[src/design/chip8_pkg.sv]
// ----------------------------------------------------------------------------
// chip8_pkg
// shared types, constants and the font rom for the chip8 instruction core
// ----------------------------------------------------------------------------
package chip8_pkg;

  localparam int MEMORY_BYTES  = 4096;
  localparam int ADDR_W        = $clog2(MEMORY_BYTES);
  localparam int SCREEN_WIDTH  = 64;
  localparam int SCREEN_HEIGHT = 32;
  localparam int ROW_W         = $clog2(SCREEN_HEIGHT);
  localparam int COL_W         = $clog2(SCREEN_WIDTH);
  localparam int STACK_DEPTH   = 16;
  localparam int SP_W          = $clog2(STACK_DEPTH);
  localparam int NUM_V         = 16;
  localparam int FONT_BYTES    = 80;
  localparam int FONT_W        = $clog2(FONT_BYTES);
  localparam logic [ADDR_W-1:0] PC_START = ADDR_W'(12'h200);
  localparam logic [3:0] FLAG_REG = 4'hF;

  // item operations
  typedef enum logic [1:0] {
    OP_WRITE = 2'd0,
    OP_EXEC  = 2'd1,
    OP_READ  = 2'd2,
    OP_ROW   = 2'd3
  } item_op_t;

  // instruction groups (top nibble)
  localparam logic [3:0] GRP_SYS  = 4'h0;
  localparam logic [3:0] GRP_JP   = 4'h1;
  localparam logic [3:0] GRP_CALL = 4'h2;
  localparam logic [3:0] GRP_SE   = 4'h3;
  localparam logic [3:0] GRP_SNE  = 4'h4;
  localparam logic [3:0] GRP_SEV  = 4'h5;
  localparam logic [3:0] GRP_LD   = 4'h6;
  localparam logic [3:0] GRP_ADD  = 4'h7;
  localparam logic [3:0] GRP_ALU  = 4'h8;
  localparam logic [3:0] GRP_SNEV = 4'h9;
  localparam logic [3:0] GRP_LDI  = 4'hA;
  localparam logic [3:0] GRP_JPV  = 4'hB;
  localparam logic [3:0] GRP_RND  = 4'hC;
  localparam logic [3:0] GRP_DRW  = 4'hD;
  localparam logic [3:0] GRP_KEY  = 4'hE;
  localparam logic [3:0] GRP_MISC = 4'hF;

  // low byte codes
  localparam logic [7:0] KK_CLS   = 8'hE0;
  localparam logic [7:0] KK_RET   = 8'hEE;
  localparam logic [7:0] KK_SKP   = 8'h9E;
  localparam logic [7:0] KK_SKNP  = 8'hA1;
  localparam logic [7:0] KK_GETDT = 8'h07;
  localparam logic [7:0] KK_WAITK = 8'h0A;
  localparam logic [7:0] KK_SETDT = 8'h15;
  localparam logic [7:0] KK_SETST = 8'h18;
  localparam logic [7:0] KK_ADDI  = 8'h1E;
  localparam logic [7:0] KK_FONT  = 8'h29;
  localparam logic [7:0] KK_BCD   = 8'h33;
  localparam logic [7:0] KK_STORE = 8'h55;
  localparam logic [7:0] KK_LOAD  = 8'h65;

  // alu codes (low nibble of group 8)
  localparam logic [3:0] ALU_MOV  = 4'h0;
  localparam logic [3:0] ALU_OR   = 4'h1;
  localparam logic [3:0] ALU_AND  = 4'h2;
  localparam logic [3:0] ALU_XOR  = 4'h3;
  localparam logic [3:0] ALU_ADD  = 4'h4;
  localparam logic [3:0] ALU_SUB  = 4'h5;
  localparam logic [3:0] ALU_SHR  = 4'h6;
  localparam logic [3:0] ALU_SUBN = 4'h7;
  localparam logic [3:0] ALU_SHL  = 4'hE;

  typedef struct packed {
    logic [1:0]        operation;
    logic [ADDR_W-1:0] address;
    logic [7:0]        write_byte;
    logic [15:0]       key_state;
    logic [7:0]        random_byte;
  } request_t;

  typedef struct packed {
    logic [ADDR_W-1:0]       program_counter;
    logic                    display_changed;
    logic                    sound_on;
    logic                    unknown_opcode;
    logic [SCREEN_WIDTH-1:0] read_data;
  } result_t;

  typedef enum logic [2:0] {
    MA_ITEM, MA_PC, MA_PC1, MA_IDX, MA_IDX1, MA_IDX2, MA_IDX_CNT, MA_CLR
  } mem_addr_t;

  typedef enum logic [2:0] {
    MW_ITEM, MW_VQ, MW_HUND, MW_TENS, MW_ONES, MW_ZERO
  } mem_wdata_t;

  typedef enum logic [1:0] {VR_X, VR_Y, VR_ZERO, VR_CNT} v_raddr_t;
  typedef enum logic [1:0] {VA_X, VA_FLAG, VA_CNT} v_waddr_t;

  typedef enum logic [2:0] {
    VW_KK, VW_ADD, VW_ALU, VW_RND, VW_DT, VW_KEY, VW_MQ, VW_FLAG
  } v_wdata_t;

  typedef enum logic [2:0] {
    PC_HOLD, PC_ADD2, PC_BACK2, PC_JUMP, PC_JUMPV, PC_RET
  } pc_op_t;

  typedef enum logic [1:0] {I_HOLD, I_NNN, I_ADD, I_FONT} idx_op_t;
  typedef enum logic [1:0] {SP_HOLD, SP_PUSH, SP_POP} sp_op_t;
  typedef enum logic {SR_ITEM, SR_DRAW} scr_row_t;
  typedef enum logic [1:0] {FL_HOLD, FL_ALU, FL_CLR, FL_HIT} flag_op_t;

  typedef enum logic [4:0] {
    S_CLEAR, S_IDLE, S_ISSUE, S_FETCH1, S_FETCH2, S_RDX, S_RDY, S_RDB,
    S_EXEC, S_RET, S_FLAG, S_DRAW_RD, S_DRAW_WR, S_BCD_T, S_BCD_O,
    S_STR_RD, S_STR_WR, S_LD_RD, S_LD_WR, S_TICK, S_DONE
  } ctrl_state_t;

  typedef struct packed {
    logic       latch_item;
    logic       res_clr;
    logic       mem_re;
    logic       mem_we;
    mem_addr_t  mem_addr;
    mem_wdata_t mem_wdata;
    logic       op_hi_ld;
    logic       op_lo_ld;
    logic       v_re;
    v_raddr_t   v_raddr;
    logic       v_we;
    v_waddr_t   v_waddr;
    v_wdata_t   v_wdata;
    logic       a_ld;
    logic       b_ld;
    pc_op_t     pc_op;
    idx_op_t    idx_op;
    sp_op_t     sp_op;
    logic       stack_we;
    logic       stack_re;
    logic       dt_ld;
    logic       st_ld;
    logic       tick;
    logic       scr_clear;
    logic       scr_re;
    logic       scr_we;
    scr_row_t   scr_row;
    flag_op_t   flag_op;
    logic       cnt_clr;
    logic       cnt_inc;
    logic       clr_inc;
    logic       disp_set;
    logic       unk_set;
    logic       out_load;
  } dp_cmd_t;

  typedef struct packed {
    item_op_t    item_op;
    logic [15:0] opcode;
    logic        a_eq_kk;
    logic        a_eq_b;
    logic        key_bit;
    logic        key_any;
    logic        draw_go;
    logic        cnt_eq_x;
    logic        clr_last;
    logic        out_free;
  } dp_status_t;

  localparam logic [7:0] FONT_ROM [FONT_BYTES] = '{
    8'hF0, 8'h90, 8'h90, 8'h90, 8'hF0, 8'h20, 8'h60, 8'h20, 8'h20, 8'h70,
    8'hF0, 8'h10, 8'hF0, 8'h80, 8'hF0, 8'hF0, 8'h10, 8'hF0, 8'h10, 8'hF0,
    8'h90, 8'h90, 8'hF0, 8'h10, 8'h10, 8'hF0, 8'h80, 8'hF0, 8'h10, 8'hF0,
    8'hF0, 8'h80, 8'hF0, 8'h90, 8'hF0, 8'hF0, 8'h10, 8'h20, 8'h40, 8'h40,
    8'hF0, 8'h90, 8'hF0, 8'h90, 8'hF0, 8'hF0, 8'h90, 8'hF0, 8'h10, 8'hF0,
    8'hF0, 8'h90, 8'hF0, 8'h90, 8'h90, 8'hE0, 8'h90, 8'hE0, 8'h90, 8'hE0,
    8'hF0, 8'h80, 8'h80, 8'h80, 8'hF0, 8'hE0, 8'h90, 8'h90, 8'h90, 8'hE0,
    8'hF0, 8'h80, 8'hF0, 8'h80, 8'hF0, 8'hF0, 8'h80, 8'hF0, 8'h80, 8'h80
  };

  function automatic logic [7:0] font_byte(input logic [FONT_W-1:0] i);
    logic [7:0] r;
    r = 8'h00;
    if (int'(i) < FONT_BYTES) begin
      r = FONT_ROM[i];
    end
    return r;
  endfunction

endpackage

[src/design/chip8_ctrl.sv]
// ----------------------------------------------------------------------------
// chip8_ctrl
// sequencer: memory clear sweep, item dispatch, fetch, decode and execute
// ----------------------------------------------------------------------------
module chip8_ctrl (
  input  logic                   clk,
  input  logic                   rst,
  input  logic                   request_valid,
  output logic                   request_stall,
  input  chip8_pkg::dp_status_t  status,
  output chip8_pkg::dp_cmd_t     cmd
);

  chip8_pkg::ctrl_state_t state, state_next;
  logic [3:0] grp, n_val;
  logic [7:0] kk;
  logic       x_zero;

  assign grp    = status.opcode[15:12];
  assign n_val  = status.opcode[3:0];
  assign kk     = status.opcode[7:0];
  assign x_zero = status.opcode[11:8] == 4'h0;

  always_ff @(posedge clk) begin
    if (rst) begin
      state <= chip8_pkg::S_CLEAR;
    end else begin
      state <= state_next;
    end
  end

  assign request_stall = state != chip8_pkg::S_IDLE;

  always_comb begin
    cmd        = '0;
    state_next = state;
    unique case (state)
      chip8_pkg::S_CLEAR: begin
        cmd.mem_we    = 1'b1;
        cmd.mem_addr  = chip8_pkg::MA_CLR;
        cmd.mem_wdata = chip8_pkg::MW_ZERO;
        cmd.clr_inc   = 1'b1;
        if (status.clr_last) begin
          state_next = chip8_pkg::S_IDLE;
        end
      end
      chip8_pkg::S_IDLE: begin
        if (request_valid) begin
          cmd.latch_item = 1'b1;
          cmd.res_clr    = 1'b1;
          state_next     = chip8_pkg::S_ISSUE;
        end
      end
      chip8_pkg::S_ISSUE: begin
        unique case (status.item_op)
          chip8_pkg::OP_WRITE: begin
            cmd.mem_we    = 1'b1;
            cmd.mem_addr  = chip8_pkg::MA_ITEM;
            cmd.mem_wdata = chip8_pkg::MW_ITEM;
            state_next    = chip8_pkg::S_DONE;
          end
          chip8_pkg::OP_READ: begin
            cmd.mem_re   = 1'b1;
            cmd.mem_addr = chip8_pkg::MA_ITEM;
            state_next   = chip8_pkg::S_DONE;
          end
          chip8_pkg::OP_ROW: begin
            cmd.scr_re  = 1'b1;
            cmd.scr_row = chip8_pkg::SR_ITEM;
            state_next  = chip8_pkg::S_DONE;
          end
          default: begin
            cmd.mem_re   = 1'b1;
            cmd.mem_addr = chip8_pkg::MA_PC;
            state_next   = chip8_pkg::S_FETCH1;
          end
        endcase
      end
      chip8_pkg::S_FETCH1: begin
        cmd.op_hi_ld = 1'b1;
        cmd.mem_re   = 1'b1;
        cmd.mem_addr = chip8_pkg::MA_PC1;
        state_next   = chip8_pkg::S_FETCH2;
      end
      chip8_pkg::S_FETCH2: begin
        cmd.op_lo_ld = 1'b1;
        cmd.pc_op    = chip8_pkg::PC_ADD2;
        state_next   = chip8_pkg::S_RDX;
      end
      chip8_pkg::S_RDX: begin
        cmd.v_re    = 1'b1;
        cmd.v_raddr = (grp == chip8_pkg::GRP_JPV) ? chip8_pkg::VR_ZERO : chip8_pkg::VR_X;
        state_next  = chip8_pkg::S_RDY;
      end
      chip8_pkg::S_RDY: begin
        cmd.a_ld    = 1'b1;
        cmd.v_re    = 1'b1;
        cmd.v_raddr = chip8_pkg::VR_Y;
        state_next  = chip8_pkg::S_RDB;
      end
      chip8_pkg::S_RDB: begin
        cmd.b_ld   = 1'b1;
        state_next = chip8_pkg::S_EXEC;
      end
      chip8_pkg::S_EXEC: begin
        state_next = chip8_pkg::S_TICK;
        unique case (grp)
          chip8_pkg::GRP_SYS: begin
            if (kk == chip8_pkg::KK_CLS) begin
              cmd.scr_clear = 1'b1;
              cmd.disp_set  = 1'b1;
            end else if (kk == chip8_pkg::KK_RET && x_zero) begin
              cmd.sp_op    = chip8_pkg::SP_POP;
              cmd.stack_re = 1'b1;
              state_next   = chip8_pkg::S_RET;
            end
          end
          chip8_pkg::GRP_JP: cmd.pc_op = chip8_pkg::PC_JUMP;
          chip8_pkg::GRP_CALL: begin
            cmd.stack_we = 1'b1;
            cmd.sp_op    = chip8_pkg::SP_PUSH;
            cmd.pc_op    = chip8_pkg::PC_JUMP;
          end
          chip8_pkg::GRP_SE:
            cmd.pc_op = status.a_eq_kk ? chip8_pkg::PC_ADD2 : chip8_pkg::PC_HOLD;
          chip8_pkg::GRP_SNE:
            cmd.pc_op = status.a_eq_kk ? chip8_pkg::PC_HOLD : chip8_pkg::PC_ADD2;
          chip8_pkg::GRP_SEV:
            cmd.pc_op = status.a_eq_b ? chip8_pkg::PC_ADD2 : chip8_pkg::PC_HOLD;
          chip8_pkg::GRP_LD: begin
            cmd.v_we    = 1'b1;
            cmd.v_waddr = chip8_pkg::VA_X;
            cmd.v_wdata = chip8_pkg::VW_KK;
          end
          chip8_pkg::GRP_ADD: begin
            cmd.v_we    = 1'b1;
            cmd.v_waddr = chip8_pkg::VA_X;
            cmd.v_wdata = chip8_pkg::VW_ADD;
          end
          chip8_pkg::GRP_ALU: begin
            cmd.v_waddr = chip8_pkg::VA_X;
            cmd.v_wdata = chip8_pkg::VW_ALU;
            priority case (n_val)
              chip8_pkg::ALU_MOV, chip8_pkg::ALU_OR,
              chip8_pkg::ALU_AND, chip8_pkg::ALU_XOR: cmd.v_we = 1'b1;
              chip8_pkg::ALU_ADD, chip8_pkg::ALU_SUB, chip8_pkg::ALU_SHR,
              chip8_pkg::ALU_SUBN, chip8_pkg::ALU_SHL: begin
                cmd.v_we    = 1'b1;
                cmd.flag_op = chip8_pkg::FL_ALU;
                state_next  = chip8_pkg::S_FLAG;
              end
              default: cmd.v_we = 1'b0;
            endcase
          end
          chip8_pkg::GRP_SNEV:
            cmd.pc_op = status.a_eq_b ? chip8_pkg::PC_HOLD : chip8_pkg::PC_ADD2;
          chip8_pkg::GRP_LDI: cmd.idx_op = chip8_pkg::I_NNN;
          chip8_pkg::GRP_JPV: cmd.pc_op = chip8_pkg::PC_JUMPV;
          chip8_pkg::GRP_RND: begin
            cmd.v_we    = 1'b1;
            cmd.v_waddr = chip8_pkg::VA_X;
            cmd.v_wdata = chip8_pkg::VW_RND;
          end
          chip8_pkg::GRP_DRW: begin
            cmd.cnt_clr  = 1'b1;
            cmd.flag_op  = chip8_pkg::FL_CLR;
            cmd.disp_set = 1'b1;
            state_next   = chip8_pkg::S_DRAW_RD;
          end
          chip8_pkg::GRP_KEY: begin
            if (kk == chip8_pkg::KK_SKP && status.key_bit) begin
              cmd.pc_op = chip8_pkg::PC_ADD2;
            end else if (kk == chip8_pkg::KK_SKNP && !status.key_bit) begin
              cmd.pc_op = chip8_pkg::PC_ADD2;
            end
          end
          default: begin
            priority case (kk)
              chip8_pkg::KK_GETDT: begin
                cmd.v_we    = 1'b1;
                cmd.v_waddr = chip8_pkg::VA_X;
                cmd.v_wdata = chip8_pkg::VW_DT;
              end
              chip8_pkg::KK_WAITK: begin
                if (status.key_any) begin
                  cmd.v_we    = 1'b1;
                  cmd.v_waddr = chip8_pkg::VA_X;
                  cmd.v_wdata = chip8_pkg::VW_KEY;
                end else begin
                  cmd.pc_op = chip8_pkg::PC_BACK2;
                end
              end
              chip8_pkg::KK_SETDT: cmd.dt_ld = 1'b1;
              chip8_pkg::KK_SETST: cmd.st_ld = 1'b1;
              chip8_pkg::KK_ADDI:  cmd.idx_op = chip8_pkg::I_ADD;
              chip8_pkg::KK_FONT:  cmd.idx_op = chip8_pkg::I_FONT;
              chip8_pkg::KK_BCD: begin
                cmd.mem_we    = 1'b1;
                cmd.mem_addr  = chip8_pkg::MA_IDX;
                cmd.mem_wdata = chip8_pkg::MW_HUND;
                state_next    = chip8_pkg::S_BCD_T;
              end
              chip8_pkg::KK_STORE: begin
                cmd.cnt_clr = 1'b1;
                state_next  = chip8_pkg::S_STR_RD;
              end
              chip8_pkg::KK_LOAD: begin
                cmd.cnt_clr = 1'b1;
                state_next  = chip8_pkg::S_LD_RD;
              end
              default: cmd.unk_set = 1'b1;
            endcase
          end
        endcase
      end
      chip8_pkg::S_RET: begin
        cmd.pc_op  = chip8_pkg::PC_RET;
        state_next = chip8_pkg::S_TICK;
      end
      chip8_pkg::S_FLAG: begin
        cmd.v_we    = 1'b1;
        cmd.v_waddr = chip8_pkg::VA_FLAG;
        cmd.v_wdata = chip8_pkg::VW_FLAG;
        state_next  = chip8_pkg::S_TICK;
      end
      chip8_pkg::S_DRAW_RD: begin
        if (status.draw_go) begin
          cmd.mem_re   = 1'b1;
          cmd.mem_addr = chip8_pkg::MA_IDX_CNT;
          cmd.scr_re   = 1'b1;
          cmd.scr_row  = chip8_pkg::SR_DRAW;
          state_next   = chip8_pkg::S_DRAW_WR;
        end else begin
          state_next = chip8_pkg::S_FLAG;
        end
      end
      chip8_pkg::S_DRAW_WR: begin
        cmd.scr_we  = 1'b1;
        cmd.scr_row = chip8_pkg::SR_DRAW;
        cmd.flag_op = chip8_pkg::FL_HIT;
        cmd.cnt_inc = 1'b1;
        state_next  = chip8_pkg::S_DRAW_RD;
      end
      chip8_pkg::S_BCD_T: begin
        cmd.mem_we    = 1'b1;
        cmd.mem_addr  = chip8_pkg::MA_IDX1;
        cmd.mem_wdata = chip8_pkg::MW_TENS;
        state_next    = chip8_pkg::S_BCD_O;
      end
      chip8_pkg::S_BCD_O: begin
        cmd.mem_we    = 1'b1;
        cmd.mem_addr  = chip8_pkg::MA_IDX2;
        cmd.mem_wdata = chip8_pkg::MW_ONES;
        state_next    = chip8_pkg::S_TICK;
      end
      chip8_pkg::S_STR_RD: begin
        cmd.v_re    = 1'b1;
        cmd.v_raddr = chip8_pkg::VR_CNT;
        state_next  = chip8_pkg::S_STR_WR;
      end
      chip8_pkg::S_STR_WR: begin
        cmd.mem_we    = 1'b1;
        cmd.mem_addr  = chip8_pkg::MA_IDX_CNT;
        cmd.mem_wdata = chip8_pkg::MW_VQ;
        if (status.cnt_eq_x) begin
          state_next = chip8_pkg::S_TICK;
        end else begin
          cmd.cnt_inc = 1'b1;
          state_next  = chip8_pkg::S_STR_RD;
        end
      end
      chip8_pkg::S_LD_RD: begin
        cmd.mem_re   = 1'b1;
        cmd.mem_addr = chip8_pkg::MA_IDX_CNT;
        state_next   = chip8_pkg::S_LD_WR;
      end
      chip8_pkg::S_LD_WR: begin
        cmd.v_we    = 1'b1;
        cmd.v_waddr = chip8_pkg::VA_CNT;
        cmd.v_wdata = chip8_pkg::VW_MQ;
        if (status.cnt_eq_x) begin
          state_next = chip8_pkg::S_TICK;
        end else begin
          cmd.cnt_inc = 1'b1;
          state_next  = chip8_pkg::S_LD_RD;
        end
      end
      chip8_pkg::S_TICK: begin
        cmd.tick   = 1'b1;
        state_next = chip8_pkg::S_DONE;
      end
      chip8_pkg::S_DONE: begin
        if (status.out_free) begin
          cmd.out_load = 1'b1;
          state_next   = chip8_pkg::S_IDLE;
        end
      end
      default: state_next = chip8_pkg::S_IDLE;
    endcase
  end

endmodule

[config.mk]
export PLATFORM = sky130hd
export DESIGN_NAME = chip8_ctrl
export DESIGN_NICKNAME = d
export VERILOG_FILES = /design/src/design/chip8_pkg.sv /design/src/design/chip8_ctrl.sv
export SDC_FILE = /design/constraint.sdc
export NUM_CORES = 1
export LEC_CHECK = 0
export BUFFER_PORTS_ARGS = -buffer_cell sky130_fd_sc_hd__buf_4
export CAP_MARGIN = 20
export CORE_UTILIZATION = 43
export DETAILED_ROUTE_END_ITERATION = 8
export PLACE_DENSITY = 0.75
export SLEW_MARGIN = 25
export SYNTH_ARGS = -nofsm -noshare
export SYNTH_HDL_FRONTEND = slang
export SYNTH_SLANG_ARGS = --single-unit
export TNS_END_PERCENT = 10
[constraint.sdc]
create_clock -name clk -period 1.5 [get_ports clk]
set_input_delay 0.15 -clock clk [delete_from_list [all_inputs] [get_ports clk]]
set_output_delay 0.15 -clock clk [all_outputs]
set_load 0.005 [all_outputs]
==> summary.md <==
| Metric | Value |
|---|---|
| Area Growth Syn to Fin | 85.74% |
| First-pass GRT wire length | roughly 11 mm |
| Placed cell count | roughly 430 |
| Initial antenna violation count | 0 |
| Fmax | 0.4777 GHz |
| Vias in the first global route | 2,489 |
| Worst r2r path cells | 6 |
| Biggest register | state |
| Final wirelength | between 8 and 9 mm |
| PortBufs | 76 |
| Clk buf depth | 2 |
| Area after DPL | roughly 2700 um^2 |
| Fin worst setup slack | -0.5932 ns |
| H-Tree Level Count | 1 |
| Rows | 21 |
| Fin nets | around 430 |
| Library cells used by synthesis | 57 |
| CTS clk-pin slew, worst paths | about 0.040 ns |
| Post-synth EDFFs | 0 |
| Core Footprint | ~3500 um^2 |
| Startpoint Class | flip-flop |
| Antenna diodes | 0 |
| Synth area leader | nor2_1 |
| Total Routing Usage GR | between 30% and 40% |
| Starting DRT DRC Count | a little over 300 |
| Final Skew | approximately 0.0011 ns |
| Top_reg_cell synth | dfxtp_1 |
| Tmin final | around 2.1 ns |
| Routability cong. | about 0.95 |
| Routed wl met2 | around 3.9 mm |
| Yosys warns | 0 |
| Power Density | 687.9 nW/um^2 |
| Synthesized area per cell | between 6 and 7 um^2 |
| Die Height | 63.43 um |
| Share of cells above drive strength 1 | 51.39% |
| Clock latency on the worst-skew pair | 0.22 ns |
| Final hold vios | 0 |
| CTS root buffer | clkbuf_8 |
| Ranking of synthesized cells by area | nor2_1, nand2_1, o21ai_0 |
| Drt drc | 0 |
| IO Count | 77 |
| Setup_tns | -15.63 ns |
| CTS tree | yes |
| Reg2reg setup slack | -0.31 ns |
| Worst Setup End Kind | primary output |
| Die X | 63.43 um |
| Failing checks | negative setup slack |
| Finished Core Util | between 80% and 90% |
| Final setup fails | 52 |
| Part of the cycle the worst path needs | 139.5% |
| Max_cap viols | 0 |
| Inserted Clock Buffers | 3 |
| Design area | 3014 um^2 |
| DIE AREA | ~4000 um^2 |
| Final Instance Count excl. Fillers | between 400 and 500 |
| Post-synth top area share | under 10% |
| Syn Inst Count | 268 |
| Biggest regs | state x5 |
| Hold_buf cts | 0 |
| Vias | 2,798 |
| Starting density of the core | 46.79% |
| Worst rel slew slack | between 60% and 70% |
| Reg2reg end | state[1] |
| CP required | 1.35 ns |
| Crit path kind | flip-flop to primary output |
| Max layer used | met4 |
| Unrepaired setup endpoints after global routing | yes |
| Critical path peak fanout | 4 |
| Met1 WL | ~3.1 mm |
| CTS sink cnt | 5 |
| FF-to-FF Start | state[1] |
| Cell Area, Synth | 1623 um^2 |
| Hold Crit Depth | 2 |
| Worst hold path type | input pin to flip-flop |
| Via/cell ratio | between 6 and 7 |
| Crit path DAT | roughly 1.9 ns |
| Largest net degree at the start of global routing | 30 |
| Leak | 1.355 nW |
| Max FFs per register | 5 |
| Post-route ant nets | 0 |
| Slew Viols, Final | 0 |
| Metal3 WL | 810 um |
| Syn nets | 300 |
| Detailed Place HPWL | ~5.4 mm |
| Dpl ws | -0.3050 ns |
| #FFs+latches synth | 5 |
| Average wire per standard cell | 18.37 um |
| Status | complete, but fails checks |
| Sequential fraction of the synthesis area | 6.168% |
| DRT Pass-1 Iters | 6 |
| Tightest Pin Transition | approximately 0.5 ns |
| Asr flop ratio synth | 0% |
| Total gr overflow | 0 |
| VDD IR max | about 0.42 mV |
| Crit path capture | cmd[43] |
| CP startpoint | state[1] |
-- critical path: stages (launching register included) --
cell and delay, ns:
dfxtp_2 0.35, nor4b_4 0.34, and2b_2 0.27, nand2_1 0.08, or3_4 0.38, o221ai_1 0.13, buf_4 0.17
-- worst min-delay path by stage --
stage / start / end / slack, ns
after floorplan: rst / state[2] / 0.22
after global placement: rst / state[1] / 0.36
after detailed placement: rst / state[1] / 0.36
after CTS: rst / state[1] / 0.13
after global routing: rst / state[1] / 0.14
final: rst / state[1] / 0.14
-- layer usage --
metal | GRT usage, % | up-vias
li1 | - | 1243
met1 | 46.91 | 1314
met2 | 58.51 | 203
met3 | 3.080 | 38
met4 | 12.22 | 0
met5 | 0 | -
-- placed cells by master, fill, tap and decap left out, types with 3 or more instances in the layout --
master / synthesis / routed
nor2_4: 0 / 3
nor2_2: 0 / 6
o211ai_1: 4 / 4
nand2_1: 28 / 24
or2_4: 0 / 3
inv_1: 8 / 8
a21oi_1: 12 / 12
and3_1: 4 / 3
nand3_1: 6 / 6
ha_1: 3 / 3
o21ai_2: 0 / 5
nand3b_1: 4 / 4
and2b_1: 4 / 3
dfxtp_2: 0 / 4
nor4_1: 7 / 5
buf_6: 0 / 6
o21ai_1: 4 / 4
nor2_1: 38 / 29
nor3b_2: 0 / 3
clkbuf_8: 0 / 3
nand4_1: 8 / 8
nor2b_1: 7 / 5
a21o_1: 3 / 3
buf_4: 2 / 137
nor3_1: 4 / 3
buf_12: 0 / 4
o21ai_0: 21 / 16
nand2b_1: 11 / 10
nor3b_1: 9 / 6
a31oi_1: 10 / 9
-- cells in the mapped netlist (3+ instances only) --
| cell | count |
|---|---|
| buf_2 | 5 |
| nor3b_1 | 9 |
| inv_1 | 8 |
| dfxtp_1 | 5 |
| ha_1 | 3 |
| a21oi_1 | 12 |
| nor2_1 | 38 |
| clkbuf_1 | 16 |
| or3_1 | 3 |
| o21ai_1 | 4 |
| nand3b_1 | 4 |
| and3_1 | 4 |
| nor4_1 | 7 |
| nand2b_1 | 11 |
| nand4_1 | 8 |
| o21ai_0 | 21 |
| nor2b_1 | 7 |
| and2b_1 | 4 |
| a31oi_1 | 10 |
| nand2_1 | 28 |
| nor3_1 | 4 |
| o211ai_1 | 4 |
| nand3_1 | 6 |
| o22ai_1 | 3 |
| a21o_1 | 3 |
-- repair_timing --
item,in CTS,in global routing
endpoints found under the hold margin,0,0
buffers inserted,2,2
resized for setup,31,39
setup endpoints to repair,52,52
pin swaps,10,10
gates cloned,0,0
-- cells by family (layout without fill, tap and decap cells) --
logic type | after synthesis | after routing | share of synthesized area [%]
and+or+nand+nor | 148 | 148 | 51.43
AOI/OAI and AO/OA | 76 | 76 | 29.99
buffers and inverters | 33 | 160 | 8.481
DFF | 5 | 5 | 6.168
adders and majority gates | 3 | 3 | 2.313
xor gates and xnor gates | 3 | 3 | 1.619
-- final cells by class --
| class | count | area, um^2 |
|---|---|---|
| Fill cell | 206 | 454.2 |
| Sequential cell | 5 | 105.1 |
| Timing Repair Buffer | 148 | 1191 |
| Tap cell | 46 | 57.56 |
| Inverter | 8 | 30.03 |
| Clock buffer | 4 | 45.04 |
| Multi-Input combinational cell | 230 | 1585 |
-- stage by stage --
| step | power [mW] | hold slack [ns] |
|---|---|---|
| after global routing | 2.170 | 0.1371 |
| final | 2.073 | 0.1390 |
| after floorplan | 0.8690 | 0.2194 |
| after CTS | 1.849 | 0.1265 |
| after global placement | 1.504 | 0.3601 |
| after detailed placement | 1.526 | 0.3609 |
-- report_power, final --
| group | leakage (nW) | internal, mW | total, mW | switching [mW] |
|---|---|---|---|---|
| Sequential | 0.0424 | 0.161 | 0.199 | 0.0381 |
| Clock | 0.0228 | 0.183 | 0.260 | 0.0763 |
| Combinational | 1.29 | 0.801 | 1.62 | 0.814 |
(Power assumes the default switching activity.)
